$ cat src/sv/utf8d_pkg.sv
`timescale 1ns / 1ps
`default_nettype none
// ----------------------------------------------------------------------------
// utf8d_pkg
// Shared types and constants for the UTF-8 to code point decoder.
// ----------------------------------------------------------------------------
package utf8d_pkg;

	localparam int BYTE_W    = 8;
	localparam int CP_W      = 21;
	localparam int PEND_W    = 2;
	localparam int PART_W    = 15;
	localparam int OUT_TDATA_W = ((CP_W + 7) / 8) * 8;

	localparam logic [CP_W-1:0] REPLACEMENT_CP = 21'h00FFFD;

	typedef struct packed {
		logic [PEND_W-1:0] pending;
		logic [PART_W-1:0] partial;
	} dec_state_t;

	typedef struct packed {
		logic            emit;
		logic [CP_W-1:0] code_point;
		logic            malformed;
	} dec_result_t;

endpackage : utf8d_pkg
`default_nettype wire

$ cat src/sv/utf8d_step.sv
`timescale 1ns / 1ps
`default_nettype none
// ----------------------------------------------------------------------------
// utf8d_step
// One decode step: current state and one byte in, next state and at most
// one code point out.
// ----------------------------------------------------------------------------
module utf8d_step (
	input  wire utf8d_pkg::dec_state_t            state,
	input  wire logic [utf8d_pkg::BYTE_W-1:0]     text_byte,
	input  wire logic                             last_byte,
	output utf8d_pkg::dec_state_t                 state_next,
	output utf8d_pkg::dec_result_t                result
);
	import utf8d_pkg::*;

	logic                cont;
	logic                lead;
	logic [PEND_W-1:0]   lead_n;
	logic [PART_W-1:0]   lead_pv;

	assign cont = (text_byte[7:6] == 2'b10);

	always_comb begin
		lead    = 1'b1;
		lead_n  = 2'd1;
		lead_pv = {{(PART_W-5){1'b0}}, text_byte[4:0]};
		priority if (text_byte[7:5] == 3'b110) begin
			lead_n  = 2'd1;
			lead_pv = {{(PART_W-5){1'b0}}, text_byte[4:0]};
		end else if (text_byte[7:4] == 4'b1110) begin
			lead_n  = 2'd2;
			lead_pv = {{(PART_W-4){1'b0}}, text_byte[3:0]};
		end else if (text_byte[7:3] == 5'b11110) begin
			lead_n  = 2'd3;
			lead_pv = {{(PART_W-3){1'b0}}, text_byte[2:0]};
		end else begin
			lead = 1'b0;
		end
	end

	always_comb begin
		state_next        = state;
		result.emit       = 1'b0;
		result.code_point = {{(CP_W-BYTE_W){1'b0}}, text_byte};
		result.malformed  = 1'b0;
		priority if (state.pending != '0) begin
			priority if (!cont) begin
				state_next        = '0;
				result.emit       = 1'b1;
				result.code_point = REPLACEMENT_CP;
				result.malformed  = 1'b1;
			end else if (state.pending == 2'd1) begin
				state_next        = '0;
				result.emit       = 1'b1;
				result.code_point = {state.partial, text_byte[5:0]};
			end else begin
				state_next.partial = {state.partial[PART_W-7:0], text_byte[5:0]};
				state_next.pending = state.pending - 2'd1;
				if (last_byte) begin
					state_next        = '0;
					result.emit       = 1'b1;
					result.code_point = REPLACEMENT_CP;
					result.malformed  = 1'b1;
				end
			end
		end else if (!text_byte[7]) begin
			result.emit = 1'b1;
		end else if (lead) begin
			if (last_byte) begin
				state_next        = '0;
				result.emit       = 1'b1;
				result.code_point = REPLACEMENT_CP;
				result.malformed  = 1'b1;
			end else begin
				state_next.pending = lead_n;
				state_next.partial = lead_pv;
			end
		end else begin
			// stray continuation or invalid lead
			result.emit       = 1'b1;
			result.code_point = REPLACEMENT_CP;
			result.malformed  = 1'b1;
		end
	end

endmodule : utf8d_step
`default_nettype wire

$ cat src/sv/utf8_to_code_point_decoder_core.sv
`timescale 1ns / 1ps
`default_nettype none
// ----------------------------------------------------------------------------
// utf8_to_code_point_decoder_core
// Lenient streaming UTF-8 decoder: one byte per word in, code points out.
// ----------------------------------------------------------------------------
// An accepted word is registered in the input register, then any result
// it yields in the output register. Throughput: one byte per cycle while
// m_axis_tready does not hold the output back; the decode state updates
// in one step between the input and output registers. Reset: arst_n clears
// the decode state and both valid flags; no sequence is open after reset.
module utf8_to_code_point_decoder_core (
	input  wire logic                                  clk,
	input  wire logic                                  arst_n,
	input  wire logic                                  s_axis_tvalid,
	output logic                                       s_axis_tready,
	input  wire logic [utf8d_pkg::BYTE_W-1:0]          s_axis_tdata,  // text_byte
	input  wire logic                                  s_axis_tlast,  // last_byte
	output logic                                       m_axis_tvalid,
	input  wire logic                                  m_axis_tready,
	output logic [utf8d_pkg::OUT_TDATA_W-1:0]          m_axis_tdata,  // code_point, pad
	output logic [0:0]                                 m_axis_tuser   // malformed
);
	import utf8d_pkg::*;

	logic              valid_s1;
	logic [BYTE_W-1:0] byte_s1;
	logic              last_s1;
	logic              adv;

	dec_state_t        state_q;
	dec_state_t        state_next;
	dec_result_t       res;

	logic              out_valid_s2;
	logic [CP_W-1:0]   cp_s2;
	logic              bad_s2;

	assign adv           = valid_s1 && (!out_valid_s2 || m_axis_tready);
	assign s_axis_tready = !valid_s1 || adv;

	always_ff @(posedge clk or negedge arst_n) begin
		if (!arst_n) begin
			valid_s1 <= 1'b0;
		end else if (s_axis_tready) begin
			valid_s1 <= s_axis_tvalid;
		end
	end

	always_ff @(posedge clk) begin
		if (s_axis_tready && s_axis_tvalid) begin
			byte_s1 <= s_axis_tdata;
			last_s1 <= s_axis_tlast;
		end
	end

	utf8d_step u_step (
		.state      (state_q),
		.text_byte  (byte_s1),
		.last_byte  (last_s1),
		.state_next (state_next),
		.result     (res)
	);

	always_ff @(posedge clk or negedge arst_n) begin
		if (!arst_n) begin
			state_q      <= '0;
			out_valid_s2 <= 1'b0;
		end else begin
			if (adv) begin
				state_q      <= state_next;
				out_valid_s2 <= res.emit;
			end else if (m_axis_tready) begin
				out_valid_s2 <= 1'b0;
			end
		end
	end

	always_ff @(posedge clk) begin
		if (adv && res.emit) begin
			cp_s2  <= res.code_point;
			bad_s2 <= res.malformed;
		end
	end

	assign m_axis_tvalid = out_valid_s2;
	assign m_axis_tdata  = {{(OUT_TDATA_W-CP_W){1'b0}}, cp_s2};
	assign m_axis_tuser  = bad_s2;

	a_bad_is_repl: assert property (@(posedge clk) disable iff (!arst_n)
		(m_axis_tvalid && m_axis_tuser[0]) |-> (m_axis_tdata[CP_W-1:0] == REPLACEMENT_CP))
		else $error("malformed word without replacement code point");

	a_last_closes: assert property (@(posedge clk) disable iff (!arst_n)
		(adv && last_s1) |=> (state_q.pending == '0))
		else $error("sequence left open after last byte");

	a_stall_cause: assert property (@(posedge clk) disable iff (!arst_n)
		!s_axis_tready |-> (valid_s1 && out_valid_s2 && !m_axis_tready))
		else $error("input stalled without downstream backpressure");

	a_no_drop: assert property (@(posedge clk) disable iff (!arst_n)
		(m_axis_tvalid && !m_axis_tready) |=> m_axis_tvalid)
		else $error("pending result dropped");

endmodule : utf8_to_code_point_decoder_core
`default_nettype wire
$ cat config.mk
export PLATFORM = sky130hd
export DESIGN_NAME = utf8_to_code_point_decoder_core
export DESIGN_NICKNAME = d
export VERILOG_FILES = /design/src/sv/utf8d_pkg.sv /design/src/sv/utf8d_step.sv /design/src/sv/utf8_to_code_point_decoder_core.sv
export SDC_FILE = /design/constraint.sdc
export NUM_CORES = 1
export LEC_CHECK = 0
export BUFFER_PORTS_ARGS = -buffer_cell sky130_fd_sc_hd__buf_4
export CORE_MARGIN = 4
export CORE_UTILIZATION = 50
export CTS_CLUSTER_DIAMETER = 120
export DETAILED_ROUTE_END_ITERATION = 12
export PLACE_DENSITY_LB_ADDON = 0.15
export SETUP_SLACK_MARGIN = 0.15
export SKIP_LAST_GASP = 1
export SYNTH_ARGS = -nofsm -noshare
export SYNTH_HDL_FRONTEND = slang
export SYNTH_SLANG_ARGS = --single-unit
$ cat constraint.sdc
create_clock -name clk -period 3.5 [get_ports clk]
set_input_delay 1.05 -clock clk [delete_from_list [all_inputs] [get_ports clk]]
set_output_delay 1.05 -clock clk [all_outputs]
set_load 0.01 [all_outputs]
Yosys cells after proc, flatten, opt, wreduce, memory -nomap -nowiden
Cells that the tools add are included.
{"block": "op_classes", "addsub": 1, "n_mul": 0, "n_div": 0, "n_lt_le_gt_ge": 0, "n_eq_ne": 5, "shift": 0, "muxes": 27, "bitwise": 0, "reduce_logical": 12}
{"operator": "$mux W17", "count": 7}
{"operator": "$mux W23", "count": 5}
{"operator": "$mux W22", "count": 2}
{"operator": "$mux W15", "count": 2}
{"operator": "$reduce_bool A2 Y1", "count": 4}
{"operator": "$mux W1", "count": 7}
{"operator": "$mux W2", "count": 3}
{"operator": "$eq A5 B5 Y1 const B", "count": 1}
{"operator": "$mux W5", "count": 1}
{"operator": "$eq A4 B4 Y1 const B", "count": 1}
{"operator": "$eq A3 B3 Y1 const B", "count": 1}
{"operator": "$logic_and A1 B1 Y1", "count": 3}
{"operator": "$reduce_and A3 Y1", "count": 1}
{"operator": "$eq A2 B1 Y1 const B", "count": 1}
{"operator": "$eq A2 B2 Y1 const B", "count": 1}
{"operator": "$logic_not A1 Y1", "count": 2}
{"operator": "$logic_or A1 B1 Y1", "count": 2}
{"operator": "$sub A2 B1 Y2 const B", "count": 1}
{"block": "totals", "reg_bits": 50, "latch_bits": 0, "ram_bits": 0, "mem_bits_ro": 0, "in_bits": 13, "memories": 0}

Longest topological paths before layout
Gate-level depths: netlist of run 1.
{"block": "logic_depth", "ltp_word": 8, "mapped_depth": 8, "ltp_nobuf": 5}

By module
A second synthesis of run 1 with hierarchy kept.
{"block": "hier_totals", "cells_unflattened": 161, "hier_area_um2": 2293.4}
{"mod": "utf8_to_code_point_decoder_core", "n_inst": 1, "cells_each": 81, "area_per_inst_um2": 1742.9, "seq_area_each_um2": 1406.3}
{"mod": "utf8d_step", "n_inst": 1, "cells_each": 80, "area_per_inst_um2": 550.5, "seq_area_each_um2": 0.0}

Worst setup path before layout of run 1
OpenSTA, ideal clock, no wires.
{"block": "synth_timing", "path_kind": "reg2reg", "start": "reg state_q[15] (netlist name)", "end": "reg cp_s2[0], enable pin", "setup_time_ns": 0.429, "arrival_ns": 2.687, "t_required_ns": 3.071, "path_slack_ns": 0.384, "stages_incl_launch_ff": 8, "cell_sequence": "dfrtp_1 > inv_1 > ha_1 > buf_4 > or4b_1 > buf_2 > o32ai_1 > nor3_1"}
{"block": "synth_between", "elab_chain_len": 5, "word_cells_on_any_way": 6}
{"element": "start: declaration", "line": "utf8_to_code_point_decoder_core.sv:31", "text": "dec_state_t state_q;"}
{"element": "start signal: assignment", "line": "utf8_to_code_point_decoder_core.sv:71", "text": "state_q <= state_next;"}
{"element": "$eq A2 B1 Y1", "line": "utf8d_step.sv:53", "text": "end else if (state.pending == 2'd1) begin"}
{"element": "$mux W22", "line": "utf8d_step.sv:53"}
{"element": "$mux W23", "line": "utf8d_step.sv:48", "text": "priority if (!cont) begin"}
{"element": "$mux W23 *", "line": "utf8d_step.sv:47", "text": "priority if (state.pending != '0) begin"}
{"element": "$logic_and A1 B1 Y1 *", "line": "utf8_to_code_point_decoder_core.sv:80", "text": "if (adv && res.emit) begin"}
{"element": "end signal: assignment", "line": "utf8_to_code_point_decoder_core.sv:81", "text": "cp_s2 <= res.code_point;"}
{"element": "end: declaration", "line": "utf8_to_code_point_decoder_core.sv:36", "text": "logic [CP_W-1:0] cp_s2;"}
Every way passes the cells marked *; elsewhere a longest branch is shown, timed or not.
A chain may end at the register's enable or synchronous reset.

Worst setup path after layout of run 1
{"block": "layout_timing", "start": "in m_axis_tready", "end": "out s_axis_tready"}
{"block": "layout_between", "elab_chain_len": 3}
{"element": "start: declaration", "line": "utf8_to_code_point_decoder_core.sv:20", "text": "input wire logic m_axis_tready,"}
{"element": "$logic_or A1 B1 Y1", "line": "utf8_to_code_point_decoder_core.sv:39", "text": "assign adv = valid_s1 && (!out_valid_s2 || m_axis_tready);"}
{"element": "$logic_and A1 B1 Y1", "line": "utf8_to_code_point_decoder_core.sv:39"}
{"element": "$logic_or A1 B1 Y1", "line": "utf8_to_code_point_decoder_core.sv:40", "text": "assign s_axis_tready = !valid_s1 || adv;"}
{"element": "end: declaration", "line": "utf8_to_code_point_decoder_core.sv:16", "text": "output logic s_axis_tready,"}
Every way passes these cells.

==> impl_metrics.ini, run 1 <==
[status]
status = finished clean

[cts]
cts_setup_buffers = 0
numCtsBuffers = 5
max-clock-path-buffers = 2
clkSinkCount = 50
htreeDepth = 2
ctsResizeCount = 0
root_buffer = clkbuf_8
cts_hold_buf = 0
cts_tree = built
clk_latency_ns = 0.30
clk_pin_slew_ns = 0.09

[pwr]
p_comb_frac = 0.321
power.density_nw_per_um2 = 665
power.leakage_uw = 0.00105
vdd_drop_max_v = 0.000350
swShare = 0.331
power_frac_seq = 0.485
total_power_uw = 1710
clock_power_share = 0.194
p_int_uw = 1150
switchingPower_uw = 566

[die]
dieArea_um2 = 5520
die_h_um = 74.3
rows = 23
coreArea_um2 = 4120
start_util = 0.534
pin_count = 40
die_w_um = 74.3

[timing]
min_period_ns = 2.66
final.setup.worst_slack_ns = 0.837
max_slew_margin = 0.309
skew_ns = 0.00835
tns_ns = 0
hold_slack_ns = 0.505
tightest_slew_ns = 1.03
max_freq_ghz = 0.376
min_period_over_period = 0.761
hold_viol_final = 0
rsz0062_at_grt = false
finalSetupViolations = 0
maxSlewViolCount = 0

[routing]
routed_wl_mm = 4.17
wire_per_inst_um = 16.4
drt-initial-drc-count = 86
vias = 1454
ant_nets = 0
vias_per_cell = 5.72
remaining_drc_errors = 0
drt-pass1-iter-count = 5

[setup_path]
crit_fanout = 3
crit_arrival_ns = 1.61
critPathLaunchType = input port
end_kind = primary output
cp.required_ns = 2.45
critical_path_class = input port to primary output

[grt]
grt_pass1_vias = 1436
antenna_found_initial = 0
grt_pass1_wl_mm = 6.76
grt-busiest-layer = met2
grt_max_degree = 23
met3_usage = 0.0459
track_usage = 0.166
overflow = 0
grtUsageMet1 = 0.187
globalRouteMet2Util = 0.295

[layout]
diodes = 0
finalInstanceArea_um2 = 2580
layout-drive-gt1-share = 0.299
fin_nets = 218
areaGrowthSynthToFinish_pct = 17.2

[synthesis]
async_flop_share = 0.380
synth_cells = 167
yosysWarnings = 0
synth-edff-count = 31
synth-seq-cells = 50
synthFlopType = edfxtp_1
yosysSeqAreaShare = 0.640
synth_area_um2 = 2200
postSynthAreaPerCell_um2 = 13.2
yosysUniqueCellTypes = 37

[placed_design]
placed_area_um2 = 2490
dp_slack_ns = 0.829
portBuffers = 36
dp_hpwl_mm = 2.93
place_congestion = 0.767

[min_path]
worst_hold_path_type = register to register

[flow_run]
cap_violations = 0
-- layout by cell type, fill, tap and decap left out, types with 5 or more instances in the layout --
| cell type | netlist | layout |
|---|---|---|
| buf_4 | 4 | 38 |
| nand3b_1 | 5 | 5 |
| o21ai_0 | 6 | 6 |
| dfrtp_1 | 19 | 19 |
| and3_1 | 7 | 7 |
| clkbuf_8 | 0 | 5 |
| mux2i_1 | 5 | 5 |
| mux2_2 | 10 | 10 |
| nor3_1 | 6 | 5 |
| inv_1 | 9 | 9 |
| nand3_1 | 10 | 10 |
| nor3b_1 | 5 | 5 |
| edfxtp_1 | 31 | 31 |
| nand2b_1 | 5 | 5 |
| nand2_1 | 11 | 11 |
-- cells in the mapped netlist (all sizes together) (2+ instances only) --
library cell	count	share of area
edfxtp	31	0.42
nand2	11	0.019
nand3	10	0.023
mux2i	5	0.023
o21ai	6	0.014
inv	9	0.015
ha	2	0.011
buf	7	0.026
nand3b	5	0.017
nand2b	5	0.014
a31oi	2	0.0057
and3	7	0.020
nor2b	4	0.011
clkbuf	4	0.0068
a41oi	3	0.012
dfrtp	19	0.22
mux2	10	0.051
nor3	6	0.014
nor3b	5	0.017
-- power groups by stage --
| stage | logic, uW | registers [uW] | clock network [uW] |
|---|---|---|---|
| 5_1_grt | 606 | 844 | 367 |
| 4_1_cts | 552 | 830 | 342 |
| 3_3_place_gp | 527 | 838 | 0 |
| 2_1_floorplan | 339 | 868 | 0 |
| 3_5_place_dp | 550 | 844 | 0 |
| 6_report | 549 | 831 | 333 |
-- logic make-up (layout without fill, tap and decap cells) --
family	after synthesis	after routing	share of synthesized area
flip-flops	50	50	0.640
AO/OA/AOI/OAI	19	19	0.0660
other	1	3	0.00171
buffers and inverters	20	55	0.0484
multiplexers	15	15	0.0740
adder cells (fa/ha/maj)	2	2	0.0114
AND/OR/NAND/NOR	60	60	0.159
-- state kept, by name, indices dropped and copies added, names as in the netlist --
signal and flops:
byte_s1 8, cp_s2 21, last_s1 1, m_axis_tuser 1
m_axis_tvalid 1, state_q 17, valid_s1 1
-- stage by stage --
step | cells | utilization
6_report | 254 | 0.626
5_1_grt | 254 | 0.626
4_1_cts | 254 | 0.626
3_5_place_dp | 246 | 0.604
3_3_place_gp | 246 | 0.604
2_1_floorplan | 169 | -
-- metal layers --
layer  up-vias  wire (um)
met5         -          0
met4         0        121
met3        19        251
met2        53       2120
met1       709       1670
li1        673          -
-- critical path: stages --
cell and delay, ns:
buf_4 0.11, nor2b_1 0.18, nand2_1 0.11, buf_4 0.16
-- worst paths after layout --
| kind | from | to | slack, ns | depth (start not counted) |
|---|---|---|---|---|
| max | m_axis_tready | s_axis_tready | 0.84 | 4 |
| min | state_q[11]$_DFFE_PN0P_ | state_q[11]$_DFFE_PN0P_ | 0.50 | 1 |
| max reg2reg | state_q[15]$_DFFE_PN0P_ | cp_s2[5]$_DFFE_PP_ | 1.07 | 6 |
| min reg2reg | state_q[11]$_DFFE_PN0P_ | state_q[11]$_DFFE_PN0P_ | 0.50 | 1 |
| max in group asynchronous | arst_n | valid_s1$_DFFE_PN0N_ | 2.69 | 1 |
| min in group asynchronous | arst_n | state_q[11]$_DFFE_PN0P_ | 0.60 | 1 |
-- layout make-up --
cell class | instances | area [um2]
clock inverter | 3 | 21.3
inverter | 9 | 33.8
timing repair buffer | 38 | 285
sequential | 50 | 1410
fill | 338 | 1540
clock buffer | 5 | 68.8
tap | 50 | 62.6
multi-input combinational | 99 | 698
Note: power is estimated with default switching activity, not from simulation.
==> run 2: changes to the inputs <==
- clock period: 3.5 -> 2.5 ns (I/O delays scaled with it)
==> run 2 against run 1 <==
Against the previous run: non-clock buffer count up 3; sequential power increased by 40%; combinational power up 49%; clock skew increased by 0.0017 ns; total power grew 48%; cell count grew 1.6%; first-iteration DRC count grew 34%; critical path type is now register to register; critical endpoint is now cp_s2[16]$_SDFFCE_PN0P_.
==> impl_metrics.ini, run 2 (synthesized netlist as in run 1, its figures left out) <==
[routing]
remaining_drc_errors = 0
drt-pass1-iter-count = 4
wire_per_inst_um = 17.1
ant_nets = 0
vias_per_cell = 5.78
drt-initial-drc-count = 115
routed_wl_mm = 4.41
vias = 1491

[placed_design]
placed_area_um2 = 2510
place_congestion = 0.835
portBuffers = 36
dp_slack_ns = 0.122
dp_hpwl_mm = 3.06

[layout]
largest_reg_flops = 21
final_common_cell = buf_4
fillers = 319
diodes = 0
fin_nets = 222
top_register = cp_s2
layout-drive-gt1-share = 0.322
post-route-util = 0.644
top_regs = cp_s2 x21, state_q x17, byte_s1 x8
finalInstanceArea_um2 = 2650
areaGrowthSynthToFinish_pct = 20.5
mostFrequentLayoutCells = buf_4 (41), edfxtp_1 (31), dfrtp_1 (19), nand2_1 (11)

[timing]
tns_ns = 0
final.setup.worst_slack_ns = 0.179
tightest_slew_ns = 0.842
maxSlewViolCount = 0
rsz0062_at_grt = true
min_period_ns = 2.32
max_slew_margin = 0.436
min_period_over_period = 0.928
max_freq_ghz = 0.431
hold_viol_final = 0
skew_ns = 0.0100
finalSetupViolations = 0

[die]
die_w_um = 74.3
pin_count = 40
rows = 23
start_util = 0.534
dieArea_um2 = 5520
die_h_um = 74.3
coreArea_um2 = 4120

[grt]
track_usage = 0.180
met3_usage = 0.0500
grtUsageMet1 = 0.225
grt_pass1_wl_mm = 7.38
globalRouteMet2Util = 0.303
grt_pass1_vias = 1517
grt_max_degree = 20
overflow = 0
antenna_found_initial = 0
grt-busiest-layer = met2

[cts]
max-clock-path-buffers = 2
cts_tree = built
clkSinkCount = 50
clk_pin_slew_ns = 0.09
cts_setup_buffers = 0
clk_latency_ns = 0.30
root_buffer = clkbuf_8
htreeDepth = 2
numCtsBuffers = 5

[flow_run]
cap_violations = 0

[min_path]
worst_hold_path_type = input port to async pin

[setup_path]
cp.required_ns = 2.43
critical_path_class = register to register
end_kind = register
crit_arrival_ns = 2.26
critPathLaunchType = register
crit_fanout = 11

[pwr]
total_power_uw = 2540
power.leakage_uw = 0.00108
power.density_nw_per_um2 = 959
vdd_drop_max_v = 0.000492

[status]
status = finished clean
run 2: final timing paths:
kind                                              start  cells after the start                      end  slack (ns)
min in group clk                state_q[11]$_DFFE_PN0P_                      1  state_q[11]$_DFFE_PN0P_        0.51
max in group asynchronous                        arst_n                      1     valid_s1$_DFFE_PN0N_        1.99
worst max-delay path            state_q[15]$_DFFE_PN0P_                      5  cp_s2[16]$_SDFFCE_PN0P_        0.18
worst min register to register  state_q[11]$_DFFE_PN0P_                      1  state_q[11]$_DFFE_PN0P_        0.51
worst min-delay path                             arst_n                      1  state_q[12]$_DFFE_PN0P_        0.31
worst max register to register  state_q[15]$_DFFE_PN0P_                      5  cp_s2[16]$_SDFFCE_PN0P_        0.18
run 2: critical path: stages (launching register included):
cell,delay [ns]
dfrtp_1,0.41
inv_1,0.10
ha_1,0.33
or4b_1,0.22
o32ai_2,0.17
nor3_2,0.74
run 2: power by group:
part,switching [uW],internal [uW],leakage [uW]
Sequential,70.6,1090,0.000541
Combinational,480,339,0.000490
Clock,259,297,0.0000504
Total,810,1730,0.00108
run 2: area by class of cell:
type,instances,area [um2],share of cell area
sequential,50,1410,0.531
multi-input combinational,100,724,0.274
timing repair buffer,41,308,0.116
clock buffer,5,68.8,0.0260
tap,50,62.6,0.0236
clock inverter,3,45.0,0.0170
inverter,9,33.8,0.0128
run 2: stage by stage:
step           std cells  hold WS [ns]
2_1_floorplan        169         0.454
3_3_place_gp         249         0.484
3_5_place_dp         249         0.488
4_1_cts              258         0.308
5_1_grt              258         0.305
6_report             258         0.306
run 2: repair_timing:
action                     4_1_cts  5_1_grt
hold buffers                     0        0
gates cloned                     1        0
gates resized for setup          1        1
pin swaps                        1        0
setup endpoints to repair       22       12
run 2: layer usage:
layer,share of wire,up-vias
met4,0.023,0
met5,0,-
met1,0.40,728
met2,0.50,61
li1,-,691
met3,0.073,11
